<file path="src/rtl/assert_macros.svh">
// assertion macros used by the rtl top level
`ifndef ASSERT_MACROS_SVH
`define ASSERT_MACROS_SVH

// checked only while out of reset
`define PTEM_ASSERT(lbl, clk, rst_n, prop, msg) \
    lbl: assert property (@(posedge clk) disable iff (!(rst_n)) (prop)) else $error(msg);

// checked at every edge, reset included
`define PTEM_ASSERT_ALWAYS(lbl, clk, prop, msg) \
    lbl: assert property (@(posedge clk) (prop)) else $error(msg);

`endif

</file>
<file path="src/rtl/ptem_ram.sv">
// single port write, single port read ram with registered read data
module ptem_ram #(
    parameter int WIDTH = 8,
    parameter int DEPTH = 64,
    parameter int AW    = (DEPTH > 1) ? $clog2(DEPTH) : 1
) (
    input  logic             i_clk,
    input  logic             i_we,
    input  logic [AW-1:0]    i_waddr,
    input  logic [WIDTH-1:0] i_wdata,
    input  logic             i_re,
    input  logic [AW-1:0]    i_raddr,
    output logic [WIDTH-1:0] o_rdata
);

    logic [WIDTH-1:0] r_mem [DEPTH];
    logic [WIDTH-1:0] r_rdata;

    always_ff @(posedge i_clk) begin
        if (i_we) begin
            r_mem[i_waddr] <= i_wdata;
        end
        if (i_re) begin
            r_rdata <= r_mem[i_raddr];
        end
    end

    assign o_rdata = r_rdata;

endmodule

</file>
<file path="config.mk">
export PLATFORM = sky130hd
export DESIGN_NAME = ptem_ram
export DESIGN_NICKNAME = d
export VERILOG_FILES = /design/src/rtl/assert_macros.svh /design/src/rtl/ptem_ram.sv
export SDC_FILE = /design/constraint.sdc
export NUM_CORES = 1
export LEC_CHECK = 0
export BUFFER_PORTS_ARGS = -buffer_cell sky130_fd_sc_hd__buf_4
export CORE_MARGIN = 4
export CORE_UTILIZATION = 56
export DETAILED_ROUTE_END_ITERATION = 6
export GPL_ROUTABILITY_DRIVEN = 0
export PLACE_DENSITY = 0.81
export SYNTH_ARGS = -nofsm -noshare
export SYNTH_HDL_FRONTEND = slang
export SYNTH_SLANG_ARGS = --single-unit
</file>
<file path="constraint.sdc">
create_clock -name i_clk -period 2.3 [get_ports i_clk]
set_clock_uncertainty 0.05 [all_clocks]
set_input_delay 0.345 -clock i_clk [delete_from_list [all_inputs] [get_ports i_clk]]
set_output_delay 0.345 -clock i_clk [all_outputs]
set_load 0.01 [all_outputs]
</file>
Yosys cells after proc, flatten, opt, wreduce, memory -nomap -nowiden
Memories as Yosys holds them, arrays and structs flattened. A register that Yosys moved wholly into a read port is not among the register bits.
Index checks and enable logic that the tools add are counted.
{ "classes": {"mux": 2} }
{ "op_table": {"columns": ["cell", "n"], "rows": [
  ["2-to-1 mux 1 bit", 2]
]} }
{ "word_totals": {"register_bits": 0, "ram_bits": 512, "in_bits": 23, "out_inout_bits": 8, "wordCells": 3, "memories": 1} }
{ "mem_list": {"columns": ["memory", "words", "word_bits", "rd", "rd_clocked_by_memory_dff", "wr", "line_no", "text"], "rows": [
  ["r_mem", 64, 8, 1, 1, 1, "ptem_ram.sv:16", "logic [WIDTH-1:0] r_mem [DEPTH];"]
]} }

Logic depth before layout (Yosys ltp)
Gate-level depths: netlist of run 1.
{ "depth": {"word_depth": 2, "ltp_mapped": 9, "mapped_depth_nobuf": 5} }

Worst setup path before layout of run 1
No wires, ideal clock.
{ "synth_path": {"path_type": "input-to-reg", "from": "input port i_raddr[1]", "to": "register r_rdata[3], in the netlist o_rdata[3] (read register of r_mem), data pin", "setup_time_ns": 0.266, "arrival_ns": 1.885, "t_required_ns": 1.984, "slack_ns": 0.099, "path_stages": 7, "path_buffers": 3, "cell_sequence": "buf_4 > buf_2 > buf_2 > mux4_2 > mux4_2 > o21ai_1 > o41ai_1"} }
{ "synth_lines": {"columns": ["element", "line_no", "text"], "rows": [
  ["start, declared", "ptem_ram.sv:12", "input logic [AW-1:0] i_raddr,"],
  ["end, declared", "ptem_ram.sv:17", "logic [WIDTH-1:0] r_rdata;"]
]} }

==> results of run 1 <==
[area by class of cell]
cell class,count,area share (%)
Clock buffer,61,5.66
Clock inverter,21,0.894
Multi-Input combinational cell,369,18.6
Sequential cell,520,67.2
Tap cell,461,2.48
Timing Repair Buffer,147,5.15
[sequential cells by signal (all words and copies together), names as in the netlist]
name     flops
r_mem      512
o_rdata      8
[metrics by stage]
stage / setup TNS, ns / total power [mW] / cell area [µm²] / utilization [%] / instances
detailed placement: -2.24 / 11.8 / 21700 / 60.9 / 1497
finish: 0 / 19.3 / 23200 / 65.2 / 1579
global placement: -2.03 / 11.7 / 21700 / 60.9 / 1497
CTS: 0 / 19.4 / 23200 / 65.1 / 1579
global route: 0 / 19.9 / 23200 / 65.2 / 1579
floorplan: 0 / 11.3 / 20200 / - / 940
[layout by cell type (no fill, tap or decap), drive strengths merged, types with 4 or more instances in the layout]
| cell | Yosys | layout |
|---|---|---|
| nand3 | 13 | 13 |
| o221ai | 8 | 8 |
| clkinv | 0 | 14 |
| a211oi | 4 | 4 |
| nand2 | 19 | 19 |
| bufinv | 0 | 4 |
| mux4 | 126 | 126 |
| nor2 | 83 | 83 |
| a221oi | 6 | 6 |
| nand2b | 7 | 7 |
| o21ai | 4 | 4 |
| clkbuf | 17 | 62 |
| edfxtp | 520 | 520 |
| o22ai | 8 | 8 |
| buf | 34 | 146 |
| nor3 | 7 | 7 |
| mux2i | 23 | 23 |
| mux2 | 13 | 13 |
| nor2b | 14 | 14 |
[power by group through the flow]
stage          combinational, mW  sequential [mW]  clock (mW)
6_report                    1.03             10.5        7.71
5_1_grt                     1.09             10.5        8.27
3_5_place_dp                1.02             10.7           0
2_1_floorplan              0.559             10.7           0
4_1_cts                     1.03             10.5        7.81
3_3_place_gp               0.982             10.7           0
[cells by family after synthesis]
logic type      Yosys count  share of synthesized area [%]
simple gates            153                           3.37
compound gates           54                           2.06
mux                     162                           15.9
buf+inv                  51                           1.56
flops                   520                           77.1
[synthesized netlist by cell type (3+ instances only)]
| library cell | number | area (µm²) |
|---|---|---|
| mux2_2 | 13 | 146 |
| o22ai_1 | 8 | 50.1 |
| buf_1 | 4 | 15.0 |
| buf_6 | 4 | 45.0 |
| nor3_1 | 7 | 35.0 |
| nand3b_1 | 3 | 22.5 |
| nand2_1 | 19 | 71.3 |
| a211oi_1 | 4 | 30.0 |
| a22oi_1 | 3 | 22.5 |
| mux4_2 | 126 | 2840 |
| nand3_1 | 13 | 65.1 |
| o2111ai_1 | 3 | 26.3 |
| a21oi_1 | 3 | 15.0 |
| mux2i_1 | 23 | 230 |
| a221oi_1 | 6 | 52.6 |
| buf_4 | 13 | 97.6 |
| o221ai_1 | 8 | 70.1 |
| edfxtp_1 | 520 | 15600 |
| o2bb2ai_1 | 3 | 26.3 |
| clkbuf_1 | 17 | 63.8 |
| nand2b_1 | 7 | 43.8 |
| nor2b_1 | 14 | 87.6 |
| buf_2 | 11 | 55.1 |
| nor2_1 | 83 | 312 |
[worst register-to-register path, stage by stage, from the launching register on]
cell      delay (ns)
edfxtp_1        0.37
mux4_2          0.50
mux2_2          0.29
o221a_2         0.29
nor3_1          0.20
buf_4           0.16
o32ai_1         0.08
[per-layer routing]
metal,share of wire (%),track usage [%],vias up
li1,-,-,4218
met1,36,32.4,5283
met2,50,38.6,687
met3,10,4.71,121
met4,3.8,8.52,2
met5,0.044,0,-
[repair_timing]
action	CTS	global route
setup buffers	0	0
resized for setup	0	1
setup endpoints to repair	0	1
[final timing paths]
kind | start | to | slack, ns | cells after the start
setup / recovery | r_mem[21][6] | o_rdata[6] | 0.10 | 6
hold / removal | i_re | o_rdata[7] | 0.09 | 1
setup reg to reg | r_mem[21][6] | o_rdata[6] | 0.10 | 6
hold reg to reg | r_mem[18][1] | o_rdata[1] | 0.88 | 4
==> flow_summary.json, run 1 <==
{
  "status": "completed",
  "cts_max_path_buffers": 3,
  "ys_seq_area_share_pct": 77.1,
  "clk_pin_slew_ns": 0.06,
  "synth_nets": 963,
  "slowest_delay_ns": 0.50,
  "synth_edf_count": 520,
  "period_minus_slack_ns": 2.20,
  "rows": 69,
  "rsz0062_at_grt": "no",
  "ant_nets": 0,
  "die_h_um": 198,
  "io_buffer_count": 30,
  "dr.pass1.iters": 5,
  "worstSetupPathType": "flip-flop to flip-flop",
  "syn_avg_cell_area_um2": 21.5,
  "post-dp-hpwl_mm": 27.5,
  "power_density_mw_per_mm2": 830,
  "cts_buffers": 49,
  "grt_max_degree": 65,
  "pwr-share-comb_pct": 5.4,
  "cellInternalPower_mw": 15.4,
  "seqCellArea_mm2": 0.0156,
  "drc": 0,
  "crit_chain": "mux4_2 > mux2_2 > o221a_2 > nor3_1 > buf_4 > o32ai_1",
  "cellLeakagePower_nw": 7.49,
  "critPathMaxFanout": 1,
  "hold_buffers": 0,
  "grt-ovfl-total": 0,
  "grt_use_total_pct": 23.6,
  "synth_area_mm2": 0.0202,
  "async_flop_share_pct": 0,
  "clk_latency_ns": 0.56,
  "multi_input_area_mm2": 0.00432,
  "fillCellCount": 2198,
  "cp.arrival_ns": 2.45,
  "syn2layout_area_growth_pct": 14.7,
  "final.setup.worst_slack_ns": 0.102,
  "slowest_stage": "mux4_2",
  "hp-class": "primary input to flip-flop",
  "layout-drive-gt1-share_pct": 31.5,
  "grt_pass1_vias": 10700,
  "ys_ff_latch": 520,
  "grt_antenna_before_repair": 1,
  "yosysWarnings": 0,
  "pre_cts_ws_ns": -0.359,
  "vias": 10300,
  "core_area_mm2": 0.0357,
  "drt_first_iter_violations": 1334,
  "irDropWorstVdd_mv": 0.529,
  "viasPerCell": 6.53,
  "drv_cap": 0,
  "p_switching_mw": 3.88,
  "cp_top_family": "multiplexers",
  "fin_crit_sh_pct": 95.6,
  "routedWlPerCell_um": 28.7,
  "hold_viol": 0,
  "seqPwrFrac_pct": 54.7,
  "crit_path_start_kind": "flip-flop",
  "synth_cells": 940,
  "max_slew_margin_pct": 52.4,
  "worst_pin_slew_ns": 0.715,
  "htreeDepth": 2,
  "clkSinkCount": 520,
  "clkPwrFrac_pct": 40.0,
  "whs_ns": 0.0942,
  "num_io_pins": 31,
  "synth-main-ff-cell": "edfxtp_1",
  "finalSetupViolations": 0,
  "switching_share_pct": 20.1,
  "cp.required_ns": 2.55,
  "endpoint_kind": "flip-flop",
  "critPathBufInv": 1,
  "num_antenna_cells": 0,
  "root_buffer": "clkbuf_16",
  "drv_slew": 0,
  "floorplan.initialDensity_pct": 56.8,
  "ys_types": 39,
  "grt_pass1_wl_mm": 68.2,
  "cts_tree": "done",
  "die_x_um": 198,
  "fmax_mhz": 455,
  "nets": 1110,
  "dieArea_mm2": 0.0393,
  "totalWireLength_mm": 45.3
}
(Power assumes the default switching activity.)
==> run 2: changes to the inputs <==
--- a/config.mk
+++ b/config.mk
@@ -10,6 +10,7 @@
 export CORE_UTILIZATION = 56
 export DETAILED_ROUTE_END_ITERATION = 6
 export GPL_ROUTABILITY_DRIVEN = 0
+export MAX_ROUTING_LAYER = met4
 export PLACE_DENSITY = 0.81
 export SYNTH_ARGS = -nofsm -noshare
 export SYNTH_HDL_FRONTEND = slang
==> run 2 against run 1 <==
Compared with the run above: sequential share of layout area hardly changed; hold slack barely moved; register-to-register slack is essentially flat; die area unchanged; flip-flop and latch count unchanged; critical path depth unchanged; via count increased by 1.2%; final cell count is essentially flat; global-route usage grew 0.72 points; critical path type unchanged.
==> flow_summary.json, run 2 (synthesis gave the netlist of run 1 again) <==
{
  "status": "completed",
  "pre_cts_ws_ns": -0.359,
  "grt-ovfl-total": 0,
  "critPathMaxFanout": 1,
  "max_slew_margin_pct": 51.5,
  "hold_path.startpoint": "i_re",
  "totalWireLength_mm": 45.5,
  "grt_pass1_wl_mm": 68.2,
  "hp-class": "primary input to flip-flop",
  "cp.arrival_ns": 2.45,
  "rows": 69,
  "io_buffer_count": 30,
  "drc": 0,
  "r2r_start": "r_mem[21][6]",
  "grt_antenna_before_repair": 1,
  "root_buffer": "clkbuf_16",
  "clk_pin_slew_ns": 0.06,
  "irDropWorstVdd_mv": 0.525,
  "hold_viol": 0,
  "fmax_mhz": 455,
  "cts_max_path_buffers": 3,
  "clkSinkCount": 520,
  "whs_ns": 0.0940,
  "cp.required_ns": 2.55,
  "die_h_um": 198,
  "drv_slew": 0,
  "final.setup.worst_slack_ns": 0.102,
  "htreeDepth": 2,
  "crit_start": "r_mem[21][6]",
  "routedWlPerCell_um": 28.8,
  "core_area_mm2": 0.0357,
  "num_io_pins": 31,
  "dieArea_mm2": 0.0393,
  "hold_buffers": 0,
  "crit_path_start_kind": "flip-flop",
  "fin_crit_sh_pct": 95.6,
  "period_minus_slack_ns": 2.20,
  "ant_nets": 0,
  "critPathBufInv": 1,
  "layout-drive-gt1-share_pct": 31.5,
  "worstSetupPathType": "flip-flop to flip-flop",
  "post-dp-hpwl_mm": 27.5,
  "die_x_um": 198,
  "slowest_stage": "mux4_2",
  "floorplan.initialDensity_pct": 56.8,
  "crit_chain": "mux4_2 > mux2_2 > o221a_2 > nor3_1 > buf_4 > o32ai_1",
  "drt_first_iter_violations": 1433,
  "largest-register": "r_mem",
  "endpoint_kind": "flip-flop",
  "grt_use_total_pct": 24.4,
  "fillCellCount": 2197,
  "finalSetupViolations": 0,
  "grt_max_degree": 65,
  "viasPerCell": 6.60,
  "cts_buffers": 49,
  "drv_cap": 0,
  "clk_latency_ns": 0.56,
  "power_density_mw_per_mm2": 830,
  "syn2layout_area_growth_pct": 14.8,
  "rsz0062_at_grt": "no",
  "final_cell_mix": "520 x edfxtp_1, 139 x buf_4, 126 x mux4_2, 83 x nor2_1, 51 x clkbuf_16",
  "cts_tree": "done",
  "slowest_delay_ns": 0.50,
  "worst_pin_slew_ns": 0.728,
  "cp_top_family": "multiplexers",
  "finalPower_mw": 19.3,
  "layout_commonest_cell": "edfxtp_1",
  "grt_pass1_vias": 10700,
  "dr.pass1.iters": 5,
  "vias": 10400,
  "nets": 1110,
  "largest_register_ffs": 512,
  "cellLeakagePower_nw": 7.49
}
[run 2: worst reg2reg max path: stages (launching register included)]
cell      delay (ns)
edfxtp_1        0.37
mux4_2          0.50
mux2_2          0.29
o221a_2         0.30
nor3_1          0.21
buf_4           0.16
o32ai_1         0.08
[run 2: final cells by class]
| cell class | count | area (µm²) | share of cell area [%] |
|---|---|---|---|
| well taps | 461 | 577 | 2.48 |
| multi-input cells | 369 | 4320 | 18.6 |
| flip-flops and latches | 520 | 15600 | 67.2 |
| diodes | 1 | 2.50 | 0.0108 |
| clock buffers | 61 | 1310 | 5.65 |
| repair buffers | 147 | 1200 | 5.15 |
| clock inverters | 21 | 208 | 0.894 |
[run 2: layer usage]
layer	up-vias	wire length (µm)	share of wire, %	GRT usage (%)
met2	696	23000	50	38.5
met5	-	0	0	-
met1	5390	16400	36	32.2
li1	4215	-	-	-
met3	129	4390	9.6	4.76
met4	0	1750	3.8	8.93
[run 2: what timing repair did]
action,4_1_cts,5_1_grt
hold endpoints to repair,0,0
setup endpoints to repair,0,1
buffers inserted,0,0
resized for setup,0,1
[run 2: metrics by stage]
| step | instance area (µm²) | setup TNS (ns) | cells | utilization [%] |
|---|---|---|---|---|
| after floorplan | 20200 | 0 | 940 | - |
| after global placement | 21700 | -2.03 | 1497 | 60.9 |
| after detailed placement | 21700 | -2.24 | 1497 | 60.9 |
| after CTS | 23200 | 0 | 1579 | 65.1 |
| after global routing | 23200 | 0 | 1580 | 65.2 |
| final | 23200 | 0 | 1580 | 65.2 |
[run 2: path summary, 6_finish.rpt]
| path | endpoint | slack [ns] | cells past startpoint |
|---|---|---|---|
| worst max register to register | o_rdata[6] | 0.10 | 6 |
| worst max-delay path | o_rdata[6] | 0.10 | 6 |
| worst min-delay path | o_rdata[7] | 0.09 | 1 |
| worst min register to register | o_rdata[1] | 0.89 | 4 |
[run 2: power by group]
part	total (mW)	internal, mW	switching (mW)	leakage, nW
Sequential	10.5	10.5	0.0293	4.69
Clock	7.71	4.47	3.24	0.740
Combinational	1.04	0.420	0.616	2.06
==> run 3: changes to the inputs <==
--- a/config.mk
+++ b/config.mk
@@ -11,7 +11,7 @@
 export DETAILED_ROUTE_END_ITERATION = 6
 export GPL_ROUTABILITY_DRIVEN = 0
 export MAX_ROUTING_LAYER = met4
-export PLACE_DENSITY = 0.81
+export PLACE_DENSITY = 0.73
 export SYNTH_ARGS = -nofsm -noshare
 export SYNTH_HDL_FRONTEND = slang
 export SYNTH_SLANG_ARGS = --single-unit
==> run 3 against run 2 <==
Compared with the run above: global-route usage grew 0.36 points; routed wire length grew 1.1%; maximum frequency shrank 2.9%; first-iteration DRC count shrank 12%; largest cell class unchanged; largest power group unchanged.
==> flow_summary.json, run 3 (synthesis gave the netlist of run 1 again) <==
{
  "status": "completed",
  "floorplan.initialDensity_pct": 56.8,
  "cts_buffers": 51,
  "reg2regPathDepth": 6,
  "dieArea_mm2": 0.0393,
  "grt_use_total_pct": 24.7,
  "drc": 0,
  "clk_latency_ns": 0.57,
  "critPathBufInv": 1,
  "r2r_start": "r_mem[29][4]",
  "grt_max_degree": 65,
  "endpoint_kind": "flip-flop",
  "rsz0062_at_grt": "no",
  "layout-drive-gt1-share_pct": 33.2,
  "max_slew_margin_pct": 52.8,
  "drt_first_iter_violations": 1267,
  "finalPower_mw": 19.9,
  "nets": 1128,
  "routedWlPerCell_um": 28.7,
  "critPathMaxFanout": 1,
  "cellLeakagePower_nw": 7.65,
  "grt_antenna_before_repair": 0,
  "irDropWorstVdd_mv": 0.634,
  "syn2layout_area_growth_pct": 16.4,
  "cts_max_path_buffers": 3,
  "dr.pass1.iters": 5,
  "core_area_mm2": 0.0357,
  "worst_r2r_endpoint": "o_rdata[4]",
  "ant_nets": 0,
  "postCtsSetupRepairBufs": 0,
  "worstSetupPathType": "flip-flop to flip-flop",
  "num_antenna_cells": 0,
  "root_buffer": "clkbuf_16",
  "final_cell_mix": "520 x edfxtp_1, 150 x buf_4, 126 x mux4_2, 83 x nor2_1, 53 x clkbuf_16",
  "power_density_mw_per_mm2": 844,
  "endpoint": "o_rdata[4]",
  "io_buffer_count": 30,
  "cts_tree": "done",
  "finalSetupViolations": 0,
  "hp-class": "primary input to flip-flop",
  "drv_slew": 0,
  "layout_commonest_cell": "edfxtp_1",
  "cp.arrival_ns": 2.52,
  "totalWireLength_mm": 46.0,
  "largest_register_ffs": 512,
  "crit_path_start_kind": "flip-flop",
  "htreeDepth": 2,
  "fmax_mhz": 442,
  "vias": 10200,
  "slowest_delay_ns": 0.50,
  "fin_crit_sh_pct": 98.4,
  "cp.required_ns": 2.56,
  "rows": 69,
  "drv_cap": 0,
  "path_depth": 6,
  "hold_viol": 0,
  "post-dp-hpwl_mm": 28.5,
  "grt-ovfl-total": 0,
  "crit_start": "r_mem[29][4]",
  "design_area_mm2": 0.0236,
  "largest-register": "r_mem",
  "crit_chain": "mux4_2 > mux2_2 > o221a_2 > nor3_1 > buf_4 > o32ai_1",
  "cp_top_family": "multiplexers",
  "die_x_um": 198,
  "grt_pass1_vias": 10200,
  "clk_pin_slew_ns": 0.06,
  "viasPerCell": 6.34,
  "place_area_mm2": 0.0219,
  "slowest_stage": "mux4_2",
  "worst_pin_slew_ns": 0.708,
  "grt_pass1_wl_mm": 68.2,
  "period_minus_slack_ns": 2.26,
  "num_io_pins": 31,
  "reg2reg_slack_ns": 0.04,
  "die_h_um": 198,
  "whs_ns": 0.0662,
  "utilization_pct": 66.1,
  "clkSinkCount": 520
}
==> run 3: cell count changes in the layout (fill, tap and decap cells not counted), sizes merged <==
cell	change
clkinv	+3
inv	-2
diode	-1
clkinvlp	+5
bufinv	+2
clkbuf	+2
buf	+16
==> run 3: worst min-delay path by stage <==
stage	start	end	depth (start not counted)
2_1_floorplan	i_wdata[0]	r_mem[0][0]	0
3_3_place_gp	i_re	o_rdata[6]	1
3_5_place_dp	i_re	o_rdata[6]	1
4_1_cts	i_re	o_rdata[4]	1
5_1_grt	i_re	o_rdata[4]	1
6_report	i_re	o_rdata[5]	1
==> run 3: timing repair <==
item	CTS	global route
endpoints found under the setup margin	1	0
endpoints found under the hold margin	0	0
resized for setup	1	0
hold buffers	0	0
==> run 3: report_power, final <==
| part | total [mW] | switching, mW | internal (mW) | leakage [nW] |
|---|---|---|---|---|
| clock | 8.27 | 3.39 | 4.88 | 0.801 |
| sequential | 10.5 | 0.0362 | 10.5 | 4.69 |
| combinational | 1.07 | 0.621 | 0.451 | 2.16 |
| total | 19.9 | 4.05 | 15.8 | 7.65 |
==> run 3: per-stage QoR <==
stage,worst slack (ns),setup TNS (ns),instances
after floorplan,0.0987,0,940
after global placement,-0.333,-1.69,1513
after detailed placement,-0.354,-1.86,1513
after CTS,0.0415,0,1605
after global routing,0.00406,0,1605
final,0.0371,0,1605
==> run 3: final cells by class <==
cell class / instances / area, µm²
timing repair buffer: 163 / 1380
fill: 2244 / 12100
clock inverter: 29 / 305
multi-input combinational: 369 / 4320
clock buffer: 63 / 1360
sequential: 520 / 15600
tap: 461 / 577
==> run 3: metal layers <==
| layer | vias up | global-route usage, % | share of wire (%) |
|---|---|---|---|
| met2 | 543 | 36.6 | 47 |
| li1 | 4255 | - | - |
| met1 | 5306 | 35.8 | 41 |
| met4 | 0 | 6.50 | 2.3 |
| met5 | - | - | 0 |
| met3 | 69 | 5.55 | 9.6 |
==> run 3: worst register-to-register path, delay by kind of cell, from the launching register on <==
kind | cells | cell delay (ns)
buffers and inverters | 1 | 0.16
DFF | 1 | 0.37
and+or+nand+nor | 1 | 0.22
muxes | 2 | 0.79
AOI/OAI and AO/OA | 2 | 0.42
